## src/sv/fbpb_pkg.sv

```systemverilog
// Shared types, codes and defaults for the framebuffer pixel blend engine.
package fbpb_pkg;

  localparam int MAX_WIDTH_DEF  = 256;
  localparam int MAX_HEIGHT_DEF = 256;

  localparam int CFG_W     = 9;
  localparam int CFG_IDX_W = 1;
  localparam int COORD_W   = 16;

  localparam logic [7:0] FULL_SCALE = 8'd255;

  localparam logic [CFG_IDX_W-1:0] REG_FRAME_WIDTH  = 1'b0;
  localparam logic [CFG_IDX_W-1:0] REG_FRAME_HEIGHT = 1'b1;

  localparam logic [1:0] KIND_SET   = 2'd0;
  localparam logic [1:0] KIND_BLEND = 2'd1;
  localparam logic [1:0] KIND_CLEAR = 2'd2;

  typedef struct packed {
    logic [7:0] alpha;
    logic [7:0] blue;
    logic [7:0] green;
    logic [7:0] red;
  } pixel_t;

  typedef enum logic [2:0] {
    ST_INIT,
    ST_IDLE,
    ST_DECODE,
    ST_MUL,
    ST_MIX,
    ST_FILL,
    ST_DONE
  } state_t;

endpackage

```

## src/sv/fbpb_blend.sv

```systemverilog
// Source-over blend datapath: registered products, then sum and divide by 255.
module fbpb_blend (
  input  logic             clk,
  input  fbpb_pkg::pixel_t src,
  input  fbpb_pkg::pixel_t dst,
  output fbpb_pkg::pixel_t mixed
);

  logic [3:0][7:0] s_ch;
  logic [3:0][7:0] d_ch;
  logic [7:0]      inv_a;
  logic [15:0]     prod_s [4];
  logic [15:0]     prod_d [4];
  logic [3:0][7:0] m_ch;

  // alpha channel blends full scale over the stored alpha
  always_comb begin
    s_ch    = src;
    s_ch[3] = fbpb_pkg::FULL_SCALE;
    d_ch    = dst;
    inv_a   = fbpb_pkg::FULL_SCALE - src.alpha;
  end

  always_ff @(posedge clk) begin
    for (int c = 0; c < 4; c++) begin
      prod_s[c] <= 16'(s_ch[c]) * 16'(src.alpha);
      prod_d[c] <= 16'(d_ch[c]) * 16'(inv_a);
    end
  end

  // floor(v / 255) == ((v + 1) * 257) >> 16 for v up to 255 * 255
  always_comb begin
    logic [16:0] sum;
    logic [16:0] t;
    logic [24:0] q;
    for (int c = 0; c < 4; c++) begin
      sum     = 17'(prod_s[c]) + 17'(prod_d[c]);
      t       = sum + 17'd1;
      q       = 25'(t) + (25'(t) << 8);
      m_ch[c] = q[23:16];
    end
  end

  assign mixed = m_ch;

endmodule

```

## config.mk

```make
export PLATFORM = sky130hd
export DESIGN_NAME = fbpb_blend
export DESIGN_NICKNAME = d
export VERILOG_FILES = /design/src/sv/fbpb_pkg.sv /design/src/sv/fbpb_blend.sv
export SDC_FILE = /design/constraint.sdc
export NUM_CORES = 1
export LEC_CHECK = 0
export ABC_AREA = 1
export BUFFER_PORTS_ARGS = -buffer_cell sky130_fd_sc_hd__clkbuf_2
export CELL_PAD_IN_SITES_DETAIL_PLACEMENT = 1
export CELL_PAD_IN_SITES_GLOBAL_PLACEMENT = 2
export CORE_MARGIN = 8
export CORE_UTILIZATION = 38
export DETAILED_ROUTE_END_ITERATION = 12
export HOLD_SLACK_MARGIN = 0.1
export PLACE_DENSITY_LB_ADDON = 0.3
export SYNTH_ARGS = -nofsm -noshare
export SYNTH_HDL_FRONTEND = slang
export SYNTH_SLANG_ARGS = --single-unit
export TNS_END_PERCENT = 5
```

## constraint.sdc

```tcl
create_clock -name clk -period 5.6 [get_ports clk]
set_input_delay 0.84 -clock clk [delete_from_list [all_inputs] [get_ports clk]]
set_output_delay 0.84 -clock clk [all_outputs]
set_load 0.02 [all_outputs]
```

# Word level (Yosys, flattened, before mapping)
# Memory sizes are Yosys's and may differ from the RTL's.
# Index checks and enable logic that the tools add are counted.
# op_classes
n_addsub,13
mul,8
# ops
cell,count
multiplier 8 x 8 -> 16 bit,7
adder 17 x 24 -> 24 bit,4
adder 16 x 16 -> 17 bit,4
adder 17 x 1 -> 17 bit (second input constant),4
multiplier 8 x 8 -> 16 bit (first input constant),1
subtractor 8 bit (first input constant),1
# word_totals
register_bits,0
mem_bits_rw,128
inputBits,65
output_inout_bits,32
word_cells,23
memories,2
# mem_list
memory,words,width,read_ports,rd_ports_with_merged_regs,write_ports,line_no,source
prod_d,4,16,4,0,4,fbpb_blend.sv:13,logic [15:0] prod_d [4];
prod_s,4,16,4,0,4,fbpb_blend.sv:12,logic [15:0] prod_s [4];

# Depth between registers and ports, before layout
# Gate-level depths: netlist (run 1).
# An unclocked memory read counts as a cell.
# logic_depth
depth_word,4
mapped_depth,22

# Worst setup path after synthesis (run 1)
# OpenSTA, ideal clock, no wires.
# synth_path
path_type,in2reg
startpoint,input port src[29] in the netlist's numbering
endpoint,memory prod_d[3][13]
setup_time_ps,123
arrival_ps,4645
t_required_ps,5477
setup_slack_ps,832
stages,18
path_buffers,2
path_cell_list,clkbuf_1 > inv_1 > buf_1 > nand2_1 > fa_1 > inv_1 > fa_1 > fa_1 > inv_1 > fa_1 > inv_1 > ha_1 > nand2_1 > nor4_1 > nor2_1 > o21ai_0 > a21oi_1 > xor2_1
# synth_rtl
element,line_no,source
from (decl),fbpb_blend.sv:4,"input fbpb_pkg::pixel_t src,"
to (decl),fbpb_blend.sv:13,

==> metrics.cfg, run 1 <==
[run_status]
status=completed

[finish]
share_of_cells_above_drive_strength_1_pct=9.14
design.final.nets=4130
num_antenna_cells=0
fin_area_mm2=0.0268
mostFrequentLayoutCell=sky130_fd_sc_hd__inv_1
area_delta_synth_final_pct=8.70
layoutNonFillerInstCount=4270
layout_common_cells=792 x sky130_fd_sc_hd__inv_1, 705 x sky130_fd_sc_hd__nand2_1, 383 x sky130_fd_sc_hd__ha_1, 280 x sky130_fd_sc_hd__fa_1, 268 x sky130_fd_sc_hd__nor2_1

[die]
die_w_um=271
initial_core_util_pct=38.3
pin_count=97
dieArea_mm2=0.0732
die-height_um=271
placementRows=93
coreArea_mm2=0.0642

[drt]
vias_per_cell=4.86
met1_length_um=29900
first_pass_iters=4
detailroute.wirelength.met2_um=35200
drc_violations_left=0
route.vias.total=20744
drtIter0Drc=636
met3RoutedLength_um=2050
detail_route.wl_per_cell_um=16.1
routed_wirelength_um=68900
topRoutingLayerUsed=met4
final_antenna_net_count=0

[clocking]
cts_repair_resizes=0
cts_buffer_depth=2
clkSinkCount=128
cts_tree=done
cts_setup_buffers=0
hold_buffers=0
clk_root_buffer_cell=sky130_fd_sc_hd__clkbuf_16
cts_buffers=17
cts.reportedPaths.clkPinSlew_ns=0.06
h_tree_level_count=4

[worst_setup_path]
crit_path_frequent_cell=sky130_fd_sc_hd__nand2_1
cp.required_ns=4.76
critPathTopFamily=simple AND/OR/NAND/NOR gates
path_cells=inv_1 -> ha_1 -> fa_1 -> inv_1 -> nand2_1 -> a21oi_2 -> nand2_1 -> nand2_1 -> nand3_1 -> nand2_1 -> a21oi_1 -> o21bai_1 -> ha_1 -> nand4_1 -> nor3_1 -> nand3_2 -> nand2_4 -> nand3_2 -> nor2_1 -> nand3_1 -> nand2_1 -> clkbuf_2
timing.setup.critical_path_class=reg2out
critical_path.max_stage_delay_ns=0.47
critical_path.slowest_cell=sky130_fd_sc_hd__fa_1
worstSetupStartpointType=flop
worst-path-stages=22
worst_ep_arrival_time_ns=4.03
worstPathMaxFanout=6
timing.critical_path.buf_inv=3
timing.critical_path.to_type=output pin

[timing]
pin_slew_with_the_least_headroom_to_its_limit_ns=0.635
fmax_mhz=205
final_hold_viol_count=0
final.period_utilization_pct=87.0
setup-violations-final=0
postLayoutSetupSlackWorst_ns=0.731
layout_min_cycle_time_ns=4.87
unrepaired_setup_endpoints_after_global_routing=no
worst_slew_margin_rel_pct=57.7
fin_setup_tns_ns=0
final_max_slew_viol_count=0

[run]
drv_cap=0

[global_routing]
grt_pass1_wl_um=115000
via_count_of_the_first_global_routing_pass=23592
groute.usage.overall_pct=19.1
grt_start_max_net_pins=54
initial_antenna_violation_count=0
globalRoute.totalOverflow=0

[place]
place.detailed.instances=4238
placed_cell_area_mm2=0.0261
placed_wire_length_estimate_after_detailed_placement_um=59300
place_congestion=0.836
dp_worst_setup_slack_ns=0.471
number_of_port_buffers=96

[synthesis]
synth.cell_area_mm2=0.0246
syn_inst=3336
net_count_of_the_mapped_netlist=4064
post_synth_cell_types=41
synth_seq_cells=128
synthesis.area_per_instance_um2=7.38
yosysSeqAreaShare_pct=10.4
yosys_warnings=0

[hold_path]
hold_path_class=in2reg
worstHoldPathCells=3

cells by family after synthesis:
kind of cell,after synthesis,share of synthesized area [%]
flops,128,10.4
compound gates,239,5.50
xor+xnor,145,5.22
fa+ha+maj,663,42.2
simple gates,1281,23.1
buf+inv,880,13.5
cell usage after synthesis, drive strengths merged:
master  count  area share [%]
a21o        1           0.031
a31oi      18            0.46
o221ai      2           0.071
dfxtp     128              10
nor2      289             4.8
or2         2           0.051
o2111a      1           0.046
nand4      60             1.5
nand3b      1           0.031
clkbuf     67             1.1
a21oi     148             3.2
nor4        2           0.051
xnor2      32             1.2
a211oi      1           0.031
buf         5           0.076
o21bai     14            0.43
o31ai       4            0.12
nand2     773              13
nor3       15            0.30
ha        383              19
o21a        7            0.21
inv       808              12
nand3     125             3.4
and2       14            0.38
xor2      113             4.1
o21ai      43            0.87
fa        280              23
stage by stage:
step,utilization (%),hold slack [ns]
5_1_grt,41.7,0.764
4_1_cts,41.7,0.717
3_5_place_dp,40.6,1.25
2_1_floorplan,-,0.868
6_report,41.7,0.726
3_3_place_gp,40.6,1.25
sequential cells by signal, indices dropped and copies added (netlist names):
name and count:
prod_d 64, prod_s 64
worst paths after layout:
check / start / endpoint / slack [ns]
worst max-delay path: prod_d[2][0]$_DFF_P_ / mixed[23] / 0.73
worst min-delay path: src[0] / prod_s[0][0]$_DFF_P_ / 0.73
cell type report:
| class | count | area (µm²) |
|---|---|---|
| well taps | 855 | 1070 |
| inverters | 808 | 3030 |
| repair buffers | 119 | 716 |
| clock buffers | 20 | 437 |
| flip-flops and latches | 128 | 2560 |
| clock inverters | 12 | 208 |
| multi-input cells | 2328 | 18700 |
| fillers | 8173 | 37500 |
routing by layer:
| metal | vias to the layer above | track usage [%] |
|---|---|---|
| met5 | - | 0 |
| met4 | 0 | 6.14 |
| met3 | 89 | 2.65 |
| met2 | 235 | 35.4 |
| met1 | 10195 | 22.5 |
| li1 | 10225 | - |
Power of run 1 is left out: the tool's default activity adds up to more than one toggle a clock period on the data nets, which glitch-free logic cannot reach.
==> run 2: changes to the inputs <==
--- a/config.mk
+++ b/config.mk
@@ -14,6 +14,7 @@
 export DETAILED_ROUTE_END_ITERATION = 12
 export HOLD_SLACK_MARGIN = 0.1
 export PLACE_DENSITY_LB_ADDON = 0.3
+export RECOVER_POWER = 100
 export SYNTH_ARGS = -nofsm -noshare
 export SYNTH_HDL_FRONTEND = slang
 export SYNTH_SLANG_ARGS = --single-unit
==> metrics.cfg, run 2 (same netlist as run 1, synthesis figures left out) <==
[worst_setup_path]
worstSetupStartpointType=flop
timing.setup.critical_path_class=reg2out
worstPathMaxFanout=6
timing.critical_path.to_type=output pin
cp.required_ns=4.76
worst_ep_arrival_time_ns=4.14

[die]
pin_count=97
initial_core_util_pct=38.3
dieArea_mm2=0.0732
coreArea_mm2=0.0642
placementRows=93
die_w_um=271
die-height_um=271

[clocking]
cts_repair_resizes=0
hold_buffers=0
cts.reportedPaths.clkPinSlew_ns=0.06
cts_setup_buffers=0
clk_root_buffer_cell=sky130_fd_sc_hd__clkbuf_16
cts_buffer_depth=2
cts_tree=done
cts_buffers=17
clkSinkCount=128
h_tree_level_count=4

[finish]
final_util_pct=41.6
share_of_cells_above_drive_strength_1_pct=8.29
mostFrequentLayoutCell=sky130_fd_sc_hd__inv_1
reg_top3=prod_d x64, prod_s x64
layout_common_cells=792 x sky130_fd_sc_hd__inv_1, 706 x sky130_fd_sc_hd__nand2_1, 383 x sky130_fd_sc_hd__ha_1, 280 x sky130_fd_sc_hd__fa_1, 268 x sky130_fd_sc_hd__nor2_1
design.final.nets=4130
num_antenna_cells=0
area_delta_synth_final_pct=8.49

[global_routing]
grt_pass1_wl_um=115000
initial_antenna_violation_count=0
grt_start_max_net_pins=54
groute.usage.overall_pct=19.1
via_count_of_the_first_global_routing_pass=23592
globalRoute.totalOverflow=0

[drt]
final_antenna_net_count=0
drc_violations_left=0
first_pass_iters=4
vias_per_cell=4.86
detail_route.wl_per_cell_um=16.1
route.vias.total=20739
drtIter0Drc=618
routed_wirelength_um=68900

[place]
dp_worst_setup_slack_ns=0.471
placed_wire_length_estimate_after_detailed_placement_um=59300
place_congestion=0.836
number_of_port_buffers=96

[timing]
layout_min_cycle_time_ns=4.98
postLayoutSetupSlackWorst_ns=0.616
pin_slew_with_the_least_headroom_to_its_limit_ns=1.35
unrepaired_setup_endpoints_after_global_routing=no
minimum_hold_slack_ns=0.730
fin_setup_tns_ns=0
setup-violations-final=0
worst_slew_margin_rel_pct=10.0
final_max_slew_viol_count=0
final_hold_viol_count=0
fmax_mhz=201
final.period_utilization_pct=89.0

[run_status]
status=completed

[hold_path]
hold_path_class=in2reg

[run]
drv_cap=0

run 2: final cells by class:
| class | instances | area, µm² |
|---|---|---|
| fillers | 8179 | 37500 |
| multi-input cells | 2328 | 18700 |
| inverters | 808 | 3030 |
| flip-flops and latches | 128 | 2560 |
| well taps | 855 | 1070 |
| repair buffers | 119 | 684 |
| clock buffers | 20 | 437 |
| clock inverters | 12 | 208 |
run 2: worst paths after layout:
path                                  from              endpoint  slack, ns  depth (start not counted)
worst min-delay path                src[0]  prod_s[0][0]$_DFF_P_       0.73                          3
worst max-delay path  prod_d[1][0]$_DFF_P_             mixed[13]       0.62                         20
run 2: worst max-delay path, cell delays in order, from the launching register on:
cell and delay, ns:
sky130_fd_sc_hd__dfxtp_1 0.31, sky130_fd_sc_hd__inv_1 0.04, sky130_fd_sc_hd__ha_1 0.21, sky130_fd_sc_hd__fa_1 0.41, sky130_fd_sc_hd__inv_1 0.12, sky130_fd_sc_hd__nand2_1 0.08
sky130_fd_sc_hd__a21oi_1 0.29, sky130_fd_sc_hd__nand2_1 0.09, sky130_fd_sc_hd__nand2_1 0.12, sky130_fd_sc_hd__nand3_1 0.12, sky130_fd_sc_hd__nand2_1 0.11, sky130_fd_sc_hd__a21oi_1 0.07
sky130_fd_sc_hd__o21bai_1 0.20, sky130_fd_sc_hd__ha_1 0.33, sky130_fd_sc_hd__a21oi_1 0.14, sky130_fd_sc_hd__o21ai_0 0.12, sky130_fd_sc_hd__a21oi_1 0.24, sky130_fd_sc_hd__nand2_4 0.13
sky130_fd_sc_hd__nand3_2 0.11, sky130_fd_sc_hd__xor2_1 0.15, sky130_fd_sc_hd__clkbuf_1 0.26
run 2: through the flow:
step / cells / cell area [µm²]
2_1_floorplan: 3336 / 24600
3_3_place_gp: 4238 / 26100
3_5_place_dp: 4238 / 26100
4_1_cts: 4270 / 26800
5_1_grt: 4270 / 26700
6_report: 4270 / 26700
run 2: metal layers:
metal	part of all wire, %	up-vias	GRT usage, %	routed length (µm)
li1	-	10224	-	-
met1	44	10207	22.5	30100
met2	51	218	35.4	35200
met3	2.6	90	2.65	1820
met4	2.5	0	6.14	1750
met5	0	-	0	0
Power of run 2 is left out for the same reason.
==> run 3: changes to the inputs <==
--- a/config.mk
+++ b/config.mk
@@ -6,7 +6,7 @@
 export NUM_CORES = 1
 export LEC_CHECK = 0
 export ABC_AREA = 1
-export BUFFER_PORTS_ARGS = -buffer_cell sky130_fd_sc_hd__clkbuf_2
+export BUFFER_PORTS_ARGS = -buffer_cell sky130_fd_sc_hd__buf_2
 export CELL_PAD_IN_SITES_DETAIL_PLACEMENT = 1
 export CELL_PAD_IN_SITES_GLOBAL_PLACEMENT = 2
 export CORE_MARGIN = 8
==> constraint.sdc (replaced) <==
create_clock -name clk -period 5.1 [get_ports clk]
set_input_delay 0.765 -clock clk [delete_from_list [all_inputs] [get_ports clk]]
set_output_delay 0.765 -clock clk [all_outputs]
set_load 0.02 [all_outputs]
==> metrics.cfg, run 3 (same netlist as run 1, synthesis figures left out) <==
[run_status]
status=completed

[die]
dieArea_mm2=0.0732
pin_count=97
initial_core_util_pct=38.3
die_w_um=271
die-height_um=271
placementRows=93
coreArea_mm2=0.0642

[finish]
layoutNonFillerInstCount=4294
area_delta_synth_final_pct=9.03
nFillCells=8131
mostFrequentLayoutCell=sky130_fd_sc_hd__inv_1
layout_common_cells=792 x sky130_fd_sc_hd__inv_1, 706 x sky130_fd_sc_hd__nand2_1, 383 x sky130_fd_sc_hd__ha_1, 280 x sky130_fd_sc_hd__fa_1, 268 x sky130_fd_sc_hd__nor2_1
design.final.nets=4153
reg_top3=prod_d x64, prod_s x64
share_of_cells_above_drive_strength_1_pct=9.22

[global_routing]
groute.usage.overall_pct=19.1
initial_antenna_violation_count=2
via_count_of_the_first_global_routing_pass=23336
grt_start_max_net_pins=40
globalRoute.totalOverflow=0
grt_pass1_wl_um=115000

[clocking]
hold_buffers=0
clkSinkCount=128
cts_tree=done
clk_root_buffer_cell=sky130_fd_sc_hd__clkbuf_16
cts.reportedPaths.clkPinSlew_ns=0.06
h_tree_level_count=4
cts_buffers=17
cts_buffer_depth=2

[timing]
final.period_utilization_pct=94.1
fin_setup_tns_ns=0
final_hold_viol_count=0
setup-violations-final=0
fmax_mhz=208
unrepaired_setup_endpoints_after_global_routing=no
worst_slew_margin_rel_pct=31.8
final_max_slew_viol_count=0
pin_slew_with_the_least_headroom_to_its_limit_ns=1.02
layout_min_cycle_time_ns=4.80

[worst_setup_path]
worstPathMaxFanout=6
worstSetupStartpointType=flop
cp.required_ns=4.34
timing.critical_path.to_type=output pin
worst_ep_arrival_time_ns=4.03
timing.setup.critical_path_class=reg2out

[drt]
route.vias.total=20810
drtIter0Drc=697
drc_violations_left=0
first_pass_iters=5
routed_wirelength_um=68600
final_antenna_net_count=0
vias_per_cell=4.85
detail_route.wl_per_cell_um=16.0

[place]
number_of_port_buffers=96
placed_wire_length_estimate_after_detailed_placement_um=59400
place_congestion=0.842
place.detailed.instances=4260

[hold_path]
worst_hold_startpoint=src[0]
hold-path-endpoint=prod_s[0][0]$_DFF_P_
hold_path_class=in2reg
worstHoldPathCells=3

[run]
drv_cap=0

==> run 3: cell count changes in the layout (fill, tap and decap cells not counted), moves of 2 or more <==
cell and delta:
sky130_fd_sc_hd__inv_6 -2, sky130_fd_sc_hd__clkinvlp_4 +3, sky130_fd_sc_hd__clkbuf_2 -61, sky130_fd_sc_hd__clkbuf_1 -9, sky130_fd_sc_hd__buf_2 +74, sky130_fd_sc_hd__a21oi_1 -2, sky130_fd_sc_hd__clkbuf_8 +2, sky130_fd_sc_hd__buf_4 +17
sky130_fd_sc_hd__bufinv_16 -3
==> run 3: what timing repair did <==
item                                    in CTS  in global routing
resized for setup                            0                  2
hold endpoints to repair                     0                  0
endpoints found under the setup margin       0                  4
setup buffers                                0                  1
==> run 3: cell type report <==
class                      instances  area (µm²)  share of cell area, %
multi-input combinational       2328       18700                   69.8
inverter                         808        3030                   11.3
sequential                       128        2560                   9.55
tap                              855        1070                   3.99
timing repair buffer             142         851                   3.17
clock buffer                      20         457                   1.70
clock inverter                    12         136                  0.508
antenna                            1        2.50                0.00932
==> run 3: metal layers <==
metal  part of all wire (%)  global-route usage [%]  vias to the layer above
met5                  0.019                       0                        -
met4                    2.4                    5.82                        2
met3                    3.0                    3.20                       98
met2                     51                    34.9                      238
met1                     44                    22.7                    10188
li1                       -                       -                    10284
==> run 3: per-stage QoR <==
| step | setup WS, ns | hold WS, ns | util, % | area, µm² |
|---|---|---|---|---|
| 2_1_floorplan | 0.407 | 0.793 | - | 24600 |
| 3_3_place_gp | 0.265 | 1.13 | 40.9 | 26300 |
| 6_report | 0.300 | 0.643 | 41.8 | 26800 |
| 4_1_cts | 0.131 | 0.608 | 41.8 | 26900 |
| 5_1_grt | 0.00291 | 0.648 | 41.8 | 26800 |
| 3_5_place_dp | 0.182 | 1.13 | 40.9 | 26300 |
==> run 3: critical path: stages (launching register included) <==
cell and delay (ns):
sky130_fd_sc_hd__dfxtp_1 0.31, sky130_fd_sc_hd__inv_1 0.04, sky130_fd_sc_hd__ha_1 0.22, sky130_fd_sc_hd__fa_1 0.41, sky130_fd_sc_hd__inv_1 0.11, sky130_fd_sc_hd__nand2_1 0.09
sky130_fd_sc_hd__a21oi_2 0.23, sky130_fd_sc_hd__nand2_1 0.08, sky130_fd_sc_hd__nand2_1 0.13, sky130_fd_sc_hd__nand3_1 0.13, sky130_fd_sc_hd__nand2_1 0.10, sky130_fd_sc_hd__a21oi_1 0.06
sky130_fd_sc_hd__o21bai_1 0.23, sky130_fd_sc_hd__ha_1 0.33, sky130_fd_sc_hd__a21oi_1 0.17, sky130_fd_sc_hd__o21ai_0 0.12, sky130_fd_sc_hd__a21oi_1 0.23, sky130_fd_sc_hd__nand2_4 0.12
sky130_fd_sc_hd__nand3_2 0.11, sky130_fd_sc_hd__xor2_1 0.14, sky130_fd_sc_hd__clkbuf_2 0.19
==> run 3: how the worst max path moves through the flow <==
| stage | end | slack (ns) | depth (start not counted) | from |
|---|---|---|---|---|
| 2_1_floorplan | prod_d[3][13]$_DFF_P_ | 0.41 | 18 | src[29] |
| 3_3_place_gp | prod_d[0][12]$_DFF_P_ | 0.27 | 17 | src[29] |
| 3_5_place_dp | prod_d[3][13]$_DFF_P_ | 0.18 | 16 | src[28] |
| 4_1_cts | mixed[23] | 0.13 | 22 | prod_d[2][0]$_DFF_P_ |
| 5_1_grt | mixed[31] | 0.003 | 23 | prod_s[3][0]$_DFF_P_ |
| 6_report | mixed[13] | 0.30 | 20 | prod_d[1][0]$_DFF_P_ |
Power of run 3 is left out for the same reason.
